## src/design/crm_pkg.sv

```systemverilog
// ----------------------------------------------------------------------------
// CAN frame route matcher package
// Shared widths, command and result codes, and the queue entry type.
// ----------------------------------------------------------------------------
package crm_pkg;

  localparam int CH_W       = 3;
  localparam int ID_W       = 29;
  localparam int ADDR_W     = CH_W + ID_W;
  localparam int LEN_W      = 7;
  localparam int IDX_W      = 4;
  localparam int KIND_W     = 2;
  localparam int CMD_W      = 2;
  localparam int CFG_IDX_W  = 1;
  localparam int CFG_DATA_W = 32;

  localparam int QUEUE_DEPTH = 2;
  localparam int QPTR_W      = 1;
  localparam int QCNT_W      = 2;

  localparam logic OP_ROUTE = 1'b0;
  localparam logic OP_WRITE = 1'b1;

  localparam logic [CMD_W-1:0] CMD_ROUTE = 2'd0;
  localparam logic [CMD_W-1:0] CMD_DIAG  = 2'd1;
  localparam logic [CMD_W-1:0] CMD_WRITE = 2'd2;

  localparam logic [KIND_W-1:0] KIND_FORWARD = 2'd0;
  localparam logic [KIND_W-1:0] KIND_DIVERT  = 2'd1;
  localparam logic [KIND_W-1:0] KIND_NOROUTE = 2'd2;
  localparam logic [KIND_W-1:0] KIND_WRITTEN = 2'd3;

  localparam logic [CFG_IDX_W-1:0] REG_DIAG_CHANNEL = 1'd0;
  localparam logic [CFG_IDX_W-1:0] REG_DIAG_ID      = 1'd1;

  localparam logic [CH_W-1:0] DIAG_CHANNEL_RESET = 3'd0;
  localparam logic [ID_W-1:0] DIAG_ID_RESET      = 29'd2016;

  typedef struct packed {
    logic [CMD_W-1:0] cmd;
    logic [CH_W-1:0]  rx_channel;
    logic [ID_W-1:0]  rx_id;
    logic [LEN_W-1:0] rx_len;
    logic [IDX_W-1:0] entry_index;
    logic             entry_valid;
    logic [CH_W-1:0]  src_channel;
    logic [ID_W-1:0]  src_id;
    logic [CH_W-1:0]  dst_channel;
    logic [ID_W-1:0]  dst_id;
    logic [LEN_W-1:0] max_len;
    logic             to_classic;
  } cmd_t;

  typedef struct packed {
    logic valid;
    cmd_t data;
  } q_req_t;

  typedef struct packed {
    logic full;
    logic empty;
  } q_status_t;

  function automatic logic [LEN_W-1:0] sat_len(input logic [LEN_W-1:0] v,
                                               input logic [LEN_W-1:0] max_len);
    return (v > max_len) ? max_len : v;
  endfunction

endpackage

```

## src/design/crm_if.sv

```systemverilog
// ----------------------------------------------------------------------------
// CAN frame route matcher channel interfaces
// Request, result and register write channels with valid/ready transfer.
// ----------------------------------------------------------------------------
interface crm_in_if import crm_pkg::*; ();
  logic             valid;
  logic             ready;
  logic             operation;
  logic [CH_W-1:0]  rx_channel;
  logic [ID_W-1:0]  rx_id;
  logic [LEN_W-1:0] rx_length;
  logic [IDX_W-1:0] entry_index;
  logic             entry_valid;
  logic [CH_W-1:0]  entry_src_channel;
  logic [ID_W-1:0]  entry_src_id;
  logic [CH_W-1:0]  entry_dst_channel;
  logic [ID_W-1:0]  entry_dst_id;
  logic [LEN_W-1:0] entry_max_length;
  logic             entry_to_classic;

  modport source (
    output valid, operation, rx_channel, rx_id, rx_length, entry_index, entry_valid,
           entry_src_channel, entry_src_id, entry_dst_channel, entry_dst_id,
           entry_max_length, entry_to_classic,
    input  ready
  );
  modport sink (
    input  valid, operation, rx_channel, rx_id, rx_length, entry_index, entry_valid,
           entry_src_channel, entry_src_id, entry_dst_channel, entry_dst_id,
           entry_max_length, entry_to_classic,
    output ready
  );
endinterface

interface crm_out_if import crm_pkg::*; ();
  logic              valid;
  logic              ready;
  logic [KIND_W-1:0] kind;
  logic [IDX_W-1:0]  matched_slot;
  logic [CH_W-1:0]   tx_channel;
  logic [ID_W-1:0]   tx_id;
  logic [LEN_W-1:0]  tx_length;
  logic              tx_is_fd;
  logic              last;

  modport source (
    output valid, kind, matched_slot, tx_channel, tx_id, tx_length, tx_is_fd, last,
    input  ready
  );
  modport sink (
    input  valid, kind, matched_slot, tx_channel, tx_id, tx_length, tx_is_fd, last,
    output ready
  );
endinterface

interface crm_cfg_if import crm_pkg::*; ();
  logic                  valid;
  logic                  ready;
  logic [CFG_IDX_W-1:0]  index;
  logic [CFG_DATA_W-1:0] data;

  modport source (output valid, index, data, input ready);
  modport sink (input valid, index, data, output ready);
endinterface

```

## src/design/crm_queue.sv

```systemverilog
// ----------------------------------------------------------------------------
// CAN frame route matcher command queue
// Short FIFO of classified commands between the front and back ends.
// ----------------------------------------------------------------------------
module crm_queue import crm_pkg::*; (
  input  logic      clk,
  input  logic      rst_n,
  input  q_req_t    push,
  input  logic      pop,
  output cmd_t      head,
  output q_status_t status
);

  cmd_t              mem_r [QUEUE_DEPTH];
  logic [QPTR_W-1:0] wr_ptr_r, wr_ptr_nxt;
  logic [QPTR_W-1:0] rd_ptr_r, rd_ptr_nxt;
  logic [QCNT_W-1:0] count_r, count_nxt;

  always_comb begin
    wr_ptr_nxt = push.valid ? wr_ptr_r + 1'b1 : wr_ptr_r;
    rd_ptr_nxt = pop ? rd_ptr_r + 1'b1 : rd_ptr_r;
    count_nxt  = count_r;
    if (push.valid && !pop) begin
      count_nxt = count_r + 1'b1;
    end else if (!push.valid && pop) begin
      count_nxt = count_r - 1'b1;
    end
  end

  always_ff @(posedge clk) begin
    if (!rst_n) begin
      wr_ptr_r <= '0;
      rd_ptr_r <= '0;
      count_r  <= '0;
    end else begin
      wr_ptr_r <= wr_ptr_nxt;
      rd_ptr_r <= rd_ptr_nxt;
      count_r  <= count_nxt;
    end
  end

  always_ff @(posedge clk) begin
    if (push.valid) begin
      mem_r[wr_ptr_r] <= push.data;
    end
  end

  assign head         = mem_r[rd_ptr_r];
  assign status.full  = (count_r == QCNT_W'(QUEUE_DEPTH));
  assign status.empty = (count_r == '0);

`ifndef SYNTHESIS
  a_count_bound: assert property (@(posedge clk) disable iff (!rst_n)
    count_r <= QCNT_W'(QUEUE_DEPTH))
    else $error("queue count exceeds depth");

  a_no_overflow: assert property (@(posedge clk) disable iff (!rst_n)
    push.valid |-> !status.full)
    else $error("push into full queue");

  a_pop_count: assert property (@(posedge clk) disable iff (!rst_n)
    (pop && !push.valid) |=> (count_r == $past(count_r) - 1'b1))
    else $error("queue count did not drop on pop");
`endif

endmodule

```

## src/design/crm_front.sv

```systemverilog
// ----------------------------------------------------------------------------
// CAN frame route matcher front end
// Accepts requests, holds the diagnostic registers and classifies each item.
// ----------------------------------------------------------------------------
module crm_front import crm_pkg::*; #(
  parameter int MAX_FRAME_BYTES = 64
) (
  input  logic       clk,
  input  logic       rst_n,
  crm_in_if.sink     in_ch,
  crm_cfg_if.sink    cfg_ch,
  input  q_status_t  q_stat,
  output q_req_t     q_push
);

  localparam logic [LEN_W-1:0] MAX_LEN = LEN_W'(MAX_FRAME_BYTES);

  logic [CH_W-1:0] diag_channel_r, diag_channel_nxt;
  logic [ID_W-1:0] diag_id_r, diag_id_nxt;
  logic            is_diag;

  assign cfg_ch.ready = 1'b1;
  assign in_ch.ready  = !q_stat.full;

  always_comb begin
    diag_channel_nxt = diag_channel_r;
    diag_id_nxt      = diag_id_r;
    if (cfg_ch.valid) begin
      unique case (cfg_ch.index)
        REG_DIAG_CHANNEL: diag_channel_nxt = cfg_ch.data[CH_W-1:0];
        REG_DIAG_ID:      diag_id_nxt      = cfg_ch.data[ID_W-1:0];
        default: ;
      endcase
    end
  end

  always_ff @(posedge clk) begin
    if (!rst_n) begin
      diag_channel_r <= DIAG_CHANNEL_RESET;
      diag_id_r      <= DIAG_ID_RESET;
    end else begin
      diag_channel_r <= diag_channel_nxt;
      diag_id_r      <= diag_id_nxt;
    end
  end

  assign is_diag = (in_ch.rx_channel == diag_channel_r) && (in_ch.rx_id == diag_id_r);

  always_comb begin
    q_push.valid            = in_ch.valid && in_ch.ready;
    q_push.data.rx_channel  = in_ch.rx_channel;
    q_push.data.rx_id       = in_ch.rx_id;
    q_push.data.rx_len      = sat_len(in_ch.rx_length, MAX_LEN);
    q_push.data.entry_index = in_ch.entry_index;
    q_push.data.entry_valid = in_ch.entry_valid;
    q_push.data.src_channel = in_ch.entry_src_channel;
    q_push.data.src_id      = in_ch.entry_src_id;
    q_push.data.dst_channel = in_ch.entry_dst_channel;
    q_push.data.dst_id      = in_ch.entry_dst_id;
    q_push.data.max_len     = sat_len(in_ch.entry_max_length, MAX_LEN);
    q_push.data.to_classic  = in_ch.entry_to_classic;
    if (in_ch.operation == OP_WRITE) begin
      q_push.data.cmd = CMD_WRITE;
    end else if (is_diag) begin
      q_push.data.cmd = CMD_DIAG;
    end else begin
      q_push.data.cmd = CMD_ROUTE;
    end
  end

endmodule

```

## src/design/crm_back.sv

```systemverilog
// ----------------------------------------------------------------------------
// CAN frame route matcher back end
// Owns the route table, executes one command at a time and emits its results.
// ----------------------------------------------------------------------------
module crm_back import crm_pkg::*; #(
  parameter int ROUTE_ENTRIES = 16
) (
  input  logic      clk,
  input  logic      rst_n,
  input  cmd_t      q_head,
  input  q_status_t q_stat,
  output logic      q_pop,
  crm_out_if.source out_ch
);

  localparam int SLOTS  = (ROUTE_ENTRIES < (1 << IDX_W)) ? ROUTE_ENTRIES : (1 << IDX_W);
  localparam int SLOT_W = (SLOTS > 1) ? $clog2(SLOTS) : 1;

  localparam logic S_IDLE = 1'b0;
  localparam logic S_EMIT = 1'b1;

  logic                    state_r, state_nxt;
  logic [SLOTS-1:0]        valid_r;
  logic [ADDR_W-1:0]       src_r     [SLOTS];
  logic [ADDR_W-1:0]       dst_r     [SLOTS];
  logic [LEN_W-1:0]        len_r     [SLOTS];
  logic                    classic_r [SLOTS];

  logic [SLOTS-1:0]        match_r, match_nxt, match_calc;
  logic [LEN_W-1:0]        frame_len_r, frame_len_nxt;

  logic                    out_valid_r, out_valid_nxt;
  logic [KIND_W-1:0]       out_kind_r, out_kind_nxt;
  logic [IDX_W-1:0]        out_slot_r, out_slot_nxt;
  logic [CH_W-1:0]         out_chan_r, out_chan_nxt;
  logic [ID_W-1:0]         out_id_r, out_id_nxt;
  logic [LEN_W-1:0]        out_len_r, out_len_nxt;
  logic                    out_fd_r, out_fd_nxt;
  logic                    out_last_r, out_last_nxt;

  logic                    out_free;
  logic                    in_range;
  logic                    tbl_write;
  logic [SLOT_W-1:0]       waddr;
  logic [SLOTS-1:0]        pick_oh, rest;
  logic [SLOT_W-1:0]       pick_idx;
  logic [LEN_W-1:0]        pick_len;
  logic [ADDR_W-1:0]       key;

  assign out_free  = !out_valid_r || out_ch.ready;
  assign q_pop     = (state_r == S_IDLE) && !q_stat.empty && out_free;
  assign in_range  = (32'(q_head.entry_index) < ROUTE_ENTRIES);
  assign waddr     = q_head.entry_index[SLOT_W-1:0];
  assign tbl_write = q_pop && (q_head.cmd == CMD_WRITE) && in_range;
  assign key       = {q_head.rx_channel, q_head.rx_id};

  always_comb begin
    for (int i = 0; i < SLOTS; i++) begin
      match_calc[i] = valid_r[i] && (src_r[i] == key);
    end
  end

  assign pick_oh = match_r & (~match_r + SLOTS'(1));
  assign rest    = match_r & ~pick_oh;

  always_comb begin
    pick_idx = '0;
    for (int i = 0; i < SLOTS; i++) begin
      if (pick_oh[i]) begin
        pick_idx = pick_idx | SLOT_W'(i);
      end
    end
  end

  assign pick_len = (len_r[pick_idx] < frame_len_r) ? len_r[pick_idx] : frame_len_r;

  always_comb begin
    state_nxt     = state_r;
    match_nxt     = match_r;
    frame_len_nxt = frame_len_r;
    out_valid_nxt = out_valid_r && !out_ch.ready;
    out_kind_nxt  = out_kind_r;
    out_slot_nxt  = out_slot_r;
    out_chan_nxt  = out_chan_r;
    out_id_nxt    = out_id_r;
    out_len_nxt   = out_len_r;
    out_fd_nxt    = out_fd_r;
    out_last_nxt  = out_last_r;
    unique case (state_r)
      S_IDLE: begin
        if (q_pop) begin
          out_slot_nxt = '0;
          out_chan_nxt = '0;
          out_id_nxt   = '0;
          out_len_nxt  = '0;
          out_fd_nxt   = 1'b0;
          out_last_nxt = 1'b1;
          unique case (q_head.cmd)
            CMD_WRITE: begin
              out_valid_nxt = 1'b1;
              out_kind_nxt  = KIND_WRITTEN;
              out_slot_nxt  = q_head.entry_index;
            end
            CMD_DIAG: begin
              out_valid_nxt = 1'b1;
              out_kind_nxt  = KIND_DIVERT;
            end
            CMD_ROUTE: begin
              match_nxt     = match_calc;
              frame_len_nxt = q_head.rx_len;
              state_nxt     = S_EMIT;
            end
            default: ;
          endcase
        end
      end
      S_EMIT: begin
        if (out_free) begin
          out_valid_nxt = 1'b1;
          if (match_r == '0) begin
            out_kind_nxt = KIND_NOROUTE;
            out_slot_nxt = '0;
            out_chan_nxt = '0;
            out_id_nxt   = '0;
            out_len_nxt  = '0;
            out_fd_nxt   = 1'b0;
            out_last_nxt = 1'b1;
            state_nxt    = S_IDLE;
          end else begin
            out_kind_nxt = KIND_FORWARD;
            out_slot_nxt = IDX_W'(pick_idx);
            out_chan_nxt = dst_r[pick_idx][ADDR_W-1:ID_W];
            out_id_nxt   = dst_r[pick_idx][ID_W-1:0];
            out_len_nxt  = pick_len;
            out_fd_nxt   = !classic_r[pick_idx];
            out_last_nxt = (rest == '0);
            match_nxt    = rest;
            if (rest == '0) begin
              state_nxt = S_IDLE;
            end
          end
        end
      end
      default: state_nxt = S_IDLE;
    endcase
  end

  always_ff @(posedge clk) begin
    if (!rst_n) begin
      state_r     <= S_IDLE;
      out_valid_r <= 1'b0;
      valid_r     <= '0;
    end else begin
      state_r     <= state_nxt;
      out_valid_r <= out_valid_nxt;
      if (tbl_write) begin
        valid_r[waddr] <= q_head.entry_valid;
      end
    end
  end

  always_ff @(posedge clk) begin
    match_r     <= match_nxt;
    frame_len_r <= frame_len_nxt;
    out_kind_r  <= out_kind_nxt;
    out_slot_r  <= out_slot_nxt;
    out_chan_r  <= out_chan_nxt;
    out_id_r    <= out_id_nxt;
    out_len_r   <= out_len_nxt;
    out_fd_r    <= out_fd_nxt;
    out_last_r  <= out_last_nxt;
    if (tbl_write) begin
      src_r[waddr]     <= {q_head.src_channel, q_head.src_id};
      dst_r[waddr]     <= {q_head.dst_channel, q_head.dst_id};
      len_r[waddr]     <= q_head.max_len;
      classic_r[waddr] <= q_head.to_classic;
    end
  end

  assign out_ch.valid        = out_valid_r;
  assign out_ch.kind         = out_kind_r;
  assign out_ch.matched_slot = out_slot_r;
  assign out_ch.tx_channel   = out_chan_r;
  assign out_ch.tx_id        = out_id_r;
  assign out_ch.tx_length    = out_len_r;
  assign out_ch.tx_is_fd     = out_fd_r;
  assign out_ch.last         = out_last_r;

`ifndef SYNTHESIS
  a_table_write: assert property (@(posedge clk) disable iff (!rst_n)
    tbl_write |=> (valid_r[$past(waddr)] == $past(q_head.entry_valid)))
    else $error("route table valid bit not updated");

  a_no_route: assert property (@(posedge clk) disable iff (!rst_n)
    (state_r == S_EMIT && match_r == '0 && out_free) |=>
      (out_valid_r && out_kind_r == KIND_NOROUTE && out_last_r && state_r == S_IDLE))
    else $error("missing no-route result");

  a_pending_forward: assert property (@(posedge clk) disable iff (!rst_n)
    (out_valid_r && out_kind_r == KIND_FORWARD && !out_last_r) |->
      (state_r == S_EMIT && match_r != '0))
    else $error("non-final forward result without pending matches");
`endif

endmodule

```

## src/design/can_frame_route_matcher.sv

```systemverilog
// ----------------------------------------------------------------------------
// CAN frame route matcher
// Routes received CAN frame headers through a route table with diagnostic divert.
// ----------------------------------------------------------------------------
// A write or divert result passes the command queue and the output register after the
// request transfer; a routing result passes the queue, the match register and the output
// register. A routed frame gets a parallel table compare, then one result per matching
// entry (up to 16) or one no-route result; the next command waits for the last result.
// Reset clears all route table valid bits and loads diag_channel 0 and diag_id 2016.
module can_frame_route_matcher import crm_pkg::*; #(
  parameter int ROUTE_ENTRIES   = 16,
  parameter int MAX_FRAME_BYTES = 64
) (
  input  logic       clk,
  input  logic       rst_n,
  crm_in_if.sink     in_ch,
  crm_out_if.source  out_ch,
  crm_cfg_if.sink    cfg_ch
);

  q_req_t    q_push;
  q_status_t q_stat;
  cmd_t      q_head;
  logic      q_pop;

  crm_front #(
    .MAX_FRAME_BYTES(MAX_FRAME_BYTES)
  ) u_front (
    .clk    (clk),
    .rst_n  (rst_n),
    .in_ch  (in_ch),
    .cfg_ch (cfg_ch),
    .q_stat (q_stat),
    .q_push (q_push)
  );

  crm_queue u_queue (
    .clk    (clk),
    .rst_n  (rst_n),
    .push   (q_push),
    .pop    (q_pop),
    .head   (q_head),
    .status (q_stat)
  );

  crm_back #(
    .ROUTE_ENTRIES(ROUTE_ENTRIES)
  ) u_back (
    .clk    (clk),
    .rst_n  (rst_n),
    .q_head (q_head),
    .q_stat (q_stat),
    .q_pop  (q_pop),
    .out_ch (out_ch)
  );

endmodule
```

## src/flat_wrapper.sv

```systemverilog
// flat-port wrapper written by rule: the top's interface ports become plain ports
module can_frame_route_matcher_flat import crm_pkg::*;
#(
  parameter int ROUTE_ENTRIES   = 16,
  parameter int MAX_FRAME_BYTES = 64
)
  (clk, rst_n, in_ch_valid, in_ch_operation, in_ch_rx_channel, in_ch_rx_id, in_ch_rx_length, in_ch_entry_index, in_ch_entry_valid, in_ch_entry_src_channel, in_ch_entry_src_id, in_ch_entry_dst_channel, in_ch_entry_dst_id, in_ch_entry_max_length, in_ch_entry_to_classic, in_ch_ready, out_ch_valid, out_ch_kind, out_ch_matched_slot, out_ch_tx_channel, out_ch_tx_id, out_ch_tx_length, out_ch_tx_is_fd, out_ch_last, out_ch_ready, cfg_ch_valid, cfg_ch_index, cfg_ch_data, cfg_ch_ready);
  crm_in_if in_ch_i ();
  crm_out_if out_ch_i ();
  crm_cfg_if cfg_ch_i ();
  input  logic clk;
  input  logic rst_n;
  input wire logic [$bits(in_ch_i.valid)-1:0] in_ch_valid;
  input wire logic [$bits(in_ch_i.operation)-1:0] in_ch_operation;
  input wire logic [$bits(in_ch_i.rx_channel)-1:0] in_ch_rx_channel;
  input wire logic [$bits(in_ch_i.rx_id)-1:0] in_ch_rx_id;
  input wire logic [$bits(in_ch_i.rx_length)-1:0] in_ch_rx_length;
  input wire logic [$bits(in_ch_i.entry_index)-1:0] in_ch_entry_index;
  input wire logic [$bits(in_ch_i.entry_valid)-1:0] in_ch_entry_valid;
  input wire logic [$bits(in_ch_i.entry_src_channel)-1:0] in_ch_entry_src_channel;
  input wire logic [$bits(in_ch_i.entry_src_id)-1:0] in_ch_entry_src_id;
  input wire logic [$bits(in_ch_i.entry_dst_channel)-1:0] in_ch_entry_dst_channel;
  input wire logic [$bits(in_ch_i.entry_dst_id)-1:0] in_ch_entry_dst_id;
  input wire logic [$bits(in_ch_i.entry_max_length)-1:0] in_ch_entry_max_length;
  input wire logic [$bits(in_ch_i.entry_to_classic)-1:0] in_ch_entry_to_classic;
  output wire logic [$bits(in_ch_i.ready)-1:0] in_ch_ready;
  output wire logic [$bits(out_ch_i.valid)-1:0] out_ch_valid;
  output wire logic [$bits(out_ch_i.kind)-1:0] out_ch_kind;
  output wire logic [$bits(out_ch_i.matched_slot)-1:0] out_ch_matched_slot;
  output wire logic [$bits(out_ch_i.tx_channel)-1:0] out_ch_tx_channel;
  output wire logic [$bits(out_ch_i.tx_id)-1:0] out_ch_tx_id;
  output wire logic [$bits(out_ch_i.tx_length)-1:0] out_ch_tx_length;
  output wire logic [$bits(out_ch_i.tx_is_fd)-1:0] out_ch_tx_is_fd;
  output wire logic [$bits(out_ch_i.last)-1:0] out_ch_last;
  input wire logic [$bits(out_ch_i.ready)-1:0] out_ch_ready;
  input wire logic [$bits(cfg_ch_i.valid)-1:0] cfg_ch_valid;
  input wire logic [$bits(cfg_ch_i.index)-1:0] cfg_ch_index;
  input wire logic [$bits(cfg_ch_i.data)-1:0] cfg_ch_data;
  output wire logic [$bits(cfg_ch_i.ready)-1:0] cfg_ch_ready;
  assign in_ch_i.valid = in_ch_valid;
  assign in_ch_i.operation = in_ch_operation;
  assign in_ch_i.rx_channel = in_ch_rx_channel;
  assign in_ch_i.rx_id = in_ch_rx_id;
  assign in_ch_i.rx_length = in_ch_rx_length;
  assign in_ch_i.entry_index = in_ch_entry_index;
  assign in_ch_i.entry_valid = in_ch_entry_valid;
  assign in_ch_i.entry_src_channel = in_ch_entry_src_channel;
  assign in_ch_i.entry_src_id = in_ch_entry_src_id;
  assign in_ch_i.entry_dst_channel = in_ch_entry_dst_channel;
  assign in_ch_i.entry_dst_id = in_ch_entry_dst_id;
  assign in_ch_i.entry_max_length = in_ch_entry_max_length;
  assign in_ch_i.entry_to_classic = in_ch_entry_to_classic;
  assign in_ch_ready = in_ch_i.ready;
  assign out_ch_valid = out_ch_i.valid;
  assign out_ch_kind = out_ch_i.kind;
  assign out_ch_matched_slot = out_ch_i.matched_slot;
  assign out_ch_tx_channel = out_ch_i.tx_channel;
  assign out_ch_tx_id = out_ch_i.tx_id;
  assign out_ch_tx_length = out_ch_i.tx_length;
  assign out_ch_tx_is_fd = out_ch_i.tx_is_fd;
  assign out_ch_last = out_ch_i.last;
  assign out_ch_i.ready = out_ch_ready;
  assign cfg_ch_i.valid = cfg_ch_valid;
  assign cfg_ch_i.index = cfg_ch_index;
  assign cfg_ch_i.data = cfg_ch_data;
  assign cfg_ch_ready = cfg_ch_i.ready;
  can_frame_route_matcher #(.ROUTE_ENTRIES(ROUTE_ENTRIES), .MAX_FRAME_BYTES(MAX_FRAME_BYTES)) u_core (.clk(clk), .rst_n(rst_n), .in_ch(in_ch_i), .out_ch(out_ch_i), .cfg_ch(cfg_ch_i));
endmodule
```

## config.mk

```make
export PLATFORM = sky130hd
export DESIGN_NAME = can_frame_route_matcher_flat
export DESIGN_NICKNAME = d
export VERILOG_FILES = /design/src/design/crm_pkg.sv /design/src/design/crm_if.sv /design/src/design/crm_queue.sv /design/src/design/crm_front.sv /design/src/design/crm_back.sv /design/src/design/can_frame_route_matcher.sv /design/src/flat_wrapper.sv
export SDC_FILE = /design/constraint.sdc
export NUM_CORES = 2
export LEC_CHECK = 0
export BUFFER_PORTS_ARGS = -buffer_cell sky130_fd_sc_hd__buf_2
export CORE_MARGIN = 2
export CORE_UTILIZATION = 25
export CTS_CLUSTER_DIAMETER = 80
export DETAILED_ROUTE_END_ITERATION = 12
export GPL_TIMING_DRIVEN = 0
export HOLD_SLACK_MARGIN = 0.05
export PLACE_DENSITY = 0.5
export SLEW_MARGIN = 0
export SYNTH_ARGS = -nofsm -noshare
export SYNTH_HDL_FRONTEND = slang
export SYNTH_SLANG_ARGS = --single-unit
```

## constraint.sdc

```tcl
create_clock -name clk -period 5.9 [get_ports clk]
set_input_delay 0.295 -clock clk [delete_from_list [all_inputs] [get_ports clk]]
set_output_delay 0.295 -clock clk [all_outputs]
set_load 0.01 [all_outputs]
```

Word level (Yosys, flattened, before mapping) --
Memories as Yosys holds them, arrays and structs flattened. A register that Yosys moved wholly into a read port is not among the register bits. Index checks and enable logic that the tools add are counted.
Word-level totals: flip-flop bits (word level) 124, bits in writable memories 1388, input bits 155, word-level logic and storage cells 185, memories kept 5
Memory list:
- u_core.u_back.dst_r | words 16, bits a word 32, read ports 1, clocked after memory_dff 0, wr ports 1, RTL line crm_back.sv:25 | logic [ADDR_W-1:0] dst_r [SLOTS];
- u_core.u_back.src_r | words 16, bits a word 32, read ports 16, clocked after memory_dff 0, wr ports 1, RTL line crm_back.sv:24 | logic [ADDR_W-1:0] src_r [SLOTS];
- u_core.u_queue.mem_r | words 2, bits a word 118, read ports 1, clocked after memory_dff 1, wr ports 1, RTL line crm_queue.sv:14 | cmd_t mem_r [QUEUE_DEPTH];
- u_core.u_back.len_r | words 16, bits a word 7, read ports 1, clocked after memory_dff 0, wr ports 1, RTL line crm_back.sv:26 | logic [LEN_W-1:0] len_r [SLOTS];
- u_core.u_back.classic_r | words 16, bits a word 1, read ports 1, clocked after memory_dff 0, wr ports 1, RTL line crm_back.sv:27 | logic classic_r [SLOTS];
Cells by class: $add $sub $neg 5, $lt $le $gt $ge 5, equality and inequality tests 26, mux-type cells 76, bitwise operators 6, reductions and logical operators 45
Operators by type and width (number):
- $eq A32 B32 Y1 | 16
- $mux W29 | 3
- $mux W16 | 4
- $pmux W29 S2 | 1
- $mux W4 | 12
- $mux W7 | 6
- $and A16 B16 Y16 | 2
- $logic_not A16 Y1 | 2
- $not A16 Y16 | 2
- $pmux W16 S2 | 1
- $eq A29 B29 Y1 | 1
- $logic_and A1 B1 Y1 | 25
- $mux W1 | 23
- $mux W3 | 7
- $add A16 B1 Y16 const B | 1
- $bwmux W16 | 1
- $mux W2 | 8
- $gt A7 B7 Y1 const B | 2
- $pmux W7 S2 | 1
- $pmux W1 S2 | 4
- $pmux W2 S2 | 2
- $pmux W4 S2 | 1
- $logic_not A1 Y1 | 7
- $lt A7 B7 Y1 | 1
- other kinds (21) | 30

Longest topological paths before layout --
An unclocked memory read counts as a cell.
word-level depth 24, gate-level depth with buffers 18

Hierarchy --
Synthesis repeated with hierarchy kept, for this count alone.
Second synthesis, totals: cell total of the unflattened synthesis 4109, area, all modules 61562.8 um2
By module, submodules not included:
- crm_back | instances 1, cells an instance 3418, area an instance 50360.8 um2
- crm_queue | instances 1, cells an instance 389, area an instance 8797.2 um2
- crm_front | instances 1, cells an instance 302, area an instance 2404.8 um2

Least setup slack after synthesis --
No wires, ideal clock.
path kind reg-to-reg, start point register (tool-made name), end point memory u_core.u_back.classic_r[3] (enable), setup time 0.504 ns, data arrival time 5.831 ns, slack -0.436 ns, stages on the path, launching flop included 11, buffers on the path 5, cell sequence dfxtp_1 -> buf_2 -> buf_1 -> clkbuf_1 -> clkbuf_1 -> mux2i_1 -> ha_1 -> nand2_1 -> or3_1 -> clkbuf_1 -> nor2_1
RTL lines (RTL line):
- end, declared | crm_back.sv:27

==> summary.txt <==
outcome - finished, violations left
failing checks - capacitance limit, slew limit
Max-Cap Viols - 2
Slew Viols, Final - 4
CTS tree - done
largest family of logic cells by synthesized area - simple AND/OR/NAND/NOR gates
Hold Violations, Final - 0
final setup violation count - 0
simple-gate area share of the yosys netlist - 0.108
Buffers on Ports - 199
Reg2Reg Setup Slack - 0.32 ns
gr usage total - 0.150
initial DRC count - 3,314
Crit Path Class - reg -> reg
Slew HR - -0.106
CP max FO - 19
Syn Area/Cell - 15.0 um^2
Fill cells - 23,800
Vias/cell - 4.50
Clock Skew - 0.0488 ns
Cell variety after synth - 71
FF-to-FF End - u_core.u_back.match_r[0]
syn_nets - 4,195
placed cell areas - 0.0673 mm^2
post-synthesis cell count - 4,030
Area growth syn-to-layout - 21.9%
fin area - 0.0738 mm^2
final core utilization - 0.306
Hold Path Class - in -> reg
most common cell after layout, fill and taps aside - edfxtp_1
pin count of the biggest net entering global routing - 60
CP endpoint kind - flip-flop
Critical Path RT - 6.34 ns
DR WL/cell - 23.7 um
fraction of the mapped netlist area in adder cells - 0.00256
Ports - 205
Post-synth EDFFs - 1,458
Leak - 24.3 nW
ANT nets after route - 0
grt total ovfl - 0
XOR/XNOR share of the synthesized area - 0.0787
fmax - 179 MHz
Final Critical Period - 5.58 ns
maximum root-to-sink buffer count - 3
share of synthesized registers carrying an async set or reset - 0
root buf cell - clkbuf_16
RePlAce Congestion - 0.791
detailed-route DRC error count - 0
Worst-Skew Late Latency - 0.81 ns
via count of the routed design - 35,700
Starting Density - 0.251
flops & latches, synth - 1,513
Die X - 496 um
Top FF cell, synth - edfxtp_1
Num CTS Buffers - 157
Compound-Gate Fraction of Synth Area - 0.0245
mux contribution to synthesized area - 0.0308
Num Clock Sinks - 1,513
YS warnings - 0
reg2reg path depth - 10
DP HPWL - 128 mm
Worst setup endpoint - u_core.u_back.match_r[0]
antenna violations before repair - 30
vias in the first global route - 35,100
fin cells - 7,938
Final #Nets - 4,789
Reg clk slew, reported paths - 0.06 ns
final setup TNS - 0 ns
Core ar. - 0.241 mm^2
placed cells - 7,496
WL final - 188 mm
Rows - 180
TritonRoute pass-1 iters - 6
most frequent cells in the layout - edfxtp_1 (1,458), nand2_1 (619), nand3_1 (367)
mapped cell area - 0.0605 mm^2
slew at the pin with the worst max-slew slack - 1.64 ns
layout cell share with drive strength beyond 1 - 0.150
die area - 0.246 mm^2
startpoint types - flip-flop
first-pass GRT wire length - 261 mm
crit share post-route - 0.945
hold slack - 0.148 ns
Die H - 496 um
worst path arrival time - 6.02 ns
power density over cell area - 425 mW/mm^2
number of H-tree levels - 4
Seq/Total Area, Yosys - 0.742
maximum VDD drop - 264 uV
[metal layers]
metal	wire length [um]	track usage	vias to the layer above
met3	12200	0.0300	234
met1	80000	0.194	18100
met2	91500	0.254	1225
li1	-	-	16200
met4	4540	0.0388	10
met5	56	0	-
[critical path: stages, from the launching register on]
cell and delay (ns):
dfxtp_1 0.31, buf_2 0.60, buf_2 0.51, mux2i_2 0.68, buf_8 0.23, clkbuf_1 0.71, xor2_1 0.19, nand4_1 0.13
nor4_1 0.70, nand4_1 0.22, nor4_1 0.89
[per-stage QoR]
stage	power (W)	worst slack [ns]
detailed placement	0.0220	-0.0793
CTS	0.0316	0.0121
finish	0.0313	0.322
global route	0.0326	-0.00281
global placement	0.0217	-6.20
floorplan	0.0182	-0.436
[how the worst min path moves through the flow]
stage,endpoint,from,slack (ns),cells after the start
after floorplan,u_core.u_queue.mem_r[0][0],in_ch_entry_to_classic,0.39,0
after global placement,u_core.u_front.diag_id_r[18],u_core.u_front.diag_id_r[18],0.47,2
after detailed placement,u_core.u_front.diag_id_r[1],u_core.u_front.diag_id_r[1],0.47,2
after CTS,u_core.u_back.valid_r[4],rst_n,0.08,2
after global routing,u_core.u_back.valid_r[4],rst_n,0.11,2
final,u_core.u_back.valid_r[4],rst_n,0.15,2
[repair_timing]
action / in CTS / in global routing
buffers inserted: 0 / 0
hold buffers: 152 / 0
gates resized for setup: 1 / 6
setup endpoints to repair: 30 / 7
hold endpoints to repair: 269 / 0
cloned: 0 / 0
[state kept, by name (all words and copies together), names as in the netlist, 7 cells and up, named ones only]
register	flops
u_core.u_back.dst_r	512
u_core.u_back.src_r	512
u_core.u_queue.mem_r	236
u_core.u_back.len_r	112
u_core.u_back.out_ch.tx_id	29
u_core.u_front.diag_id_r	29
u_core.u_back.classic_r	16
u_core.u_back.match_r	16
u_core.u_back.valid_r	16
u_core.u_back.frame_len_r	7
u_core.u_back.out_ch.tx_length	7
[cells by family after synthesis]
logic type	after synthesis
AO/OA/AOI/OAI	205
other	1
XOR/XNOR	544
adder cells (fa/ha/maj)	13
flip-flops	1513
buffers and inverters	209
multiplexers	176
AND/OR/NAND/NOR	1369
[where the power goes]
group	total [W]	internal [W]	switching, W	leakage (nW)
logic	0.00826	0.00239	0.00587	8.26
registers	0.0135	0.0133	0.000231	13.7
clock network	0.00954	0.00525	0.00429	2.38
total	0.0313	0.0209	0.0104	24.3
[cell type report]
cell class                      count  area (um^2)  area share
Timing Repair Buffer              436         4080      0.0553
Multi-Input combinational cell   2308        15100       0.204
Inverter                           14         52.6    0.000712
Sequential cell                  1513        44900       0.608
Tap cell                         3185         3990      0.0540
Buffer                            194          820      0.0111
Clock buffer                      201         4190      0.0568
Clock inverter                     85          721     0.00977
Antenna cell                        2         5.00   0.0000678
[synthesized netlist by cell type, drive strengths merged (10+ instances only)]
| master | n | area [um^2] |
|---|---|---|
| ha | 10 | 125 |
| nor2 | 50 | 188 |
| mux2i | 95 | 951 |
| xor2 | 326 | 2860 |
| nor3b | 14 | 105 |
| and4 | 15 | 131 |
| nand2 | 619 | 2320 |
| edfxtp | 1458 | 43800 |
| or4 | 15 | 120 |
| dfxtp | 55 | 1100 |
| a31oi | 32 | 200 |
| nor3 | 19 | 100 |
| nor4 | 75 | 484 |
| mux2 | 81 | 912 |
| a21boi | 29 | 218 |
| a21oi | 11 | 58.8 |
| o22ai | 30 | 188 |
| nor2b | 18 | 113 |
| and3 | 67 | 419 |
| a211oi | 36 | 280 |
| nand4 | 85 | 532 |
| xnor2 | 218 | 1910 |
| clkbuf | 136 | 510 |
| buf | 59 | 300 |
| inv | 14 | 52.6 |
| nand3 | 367 | 1840 |
| o21ai | 26 | 141 |
Power figures use the tool's default switching activity.
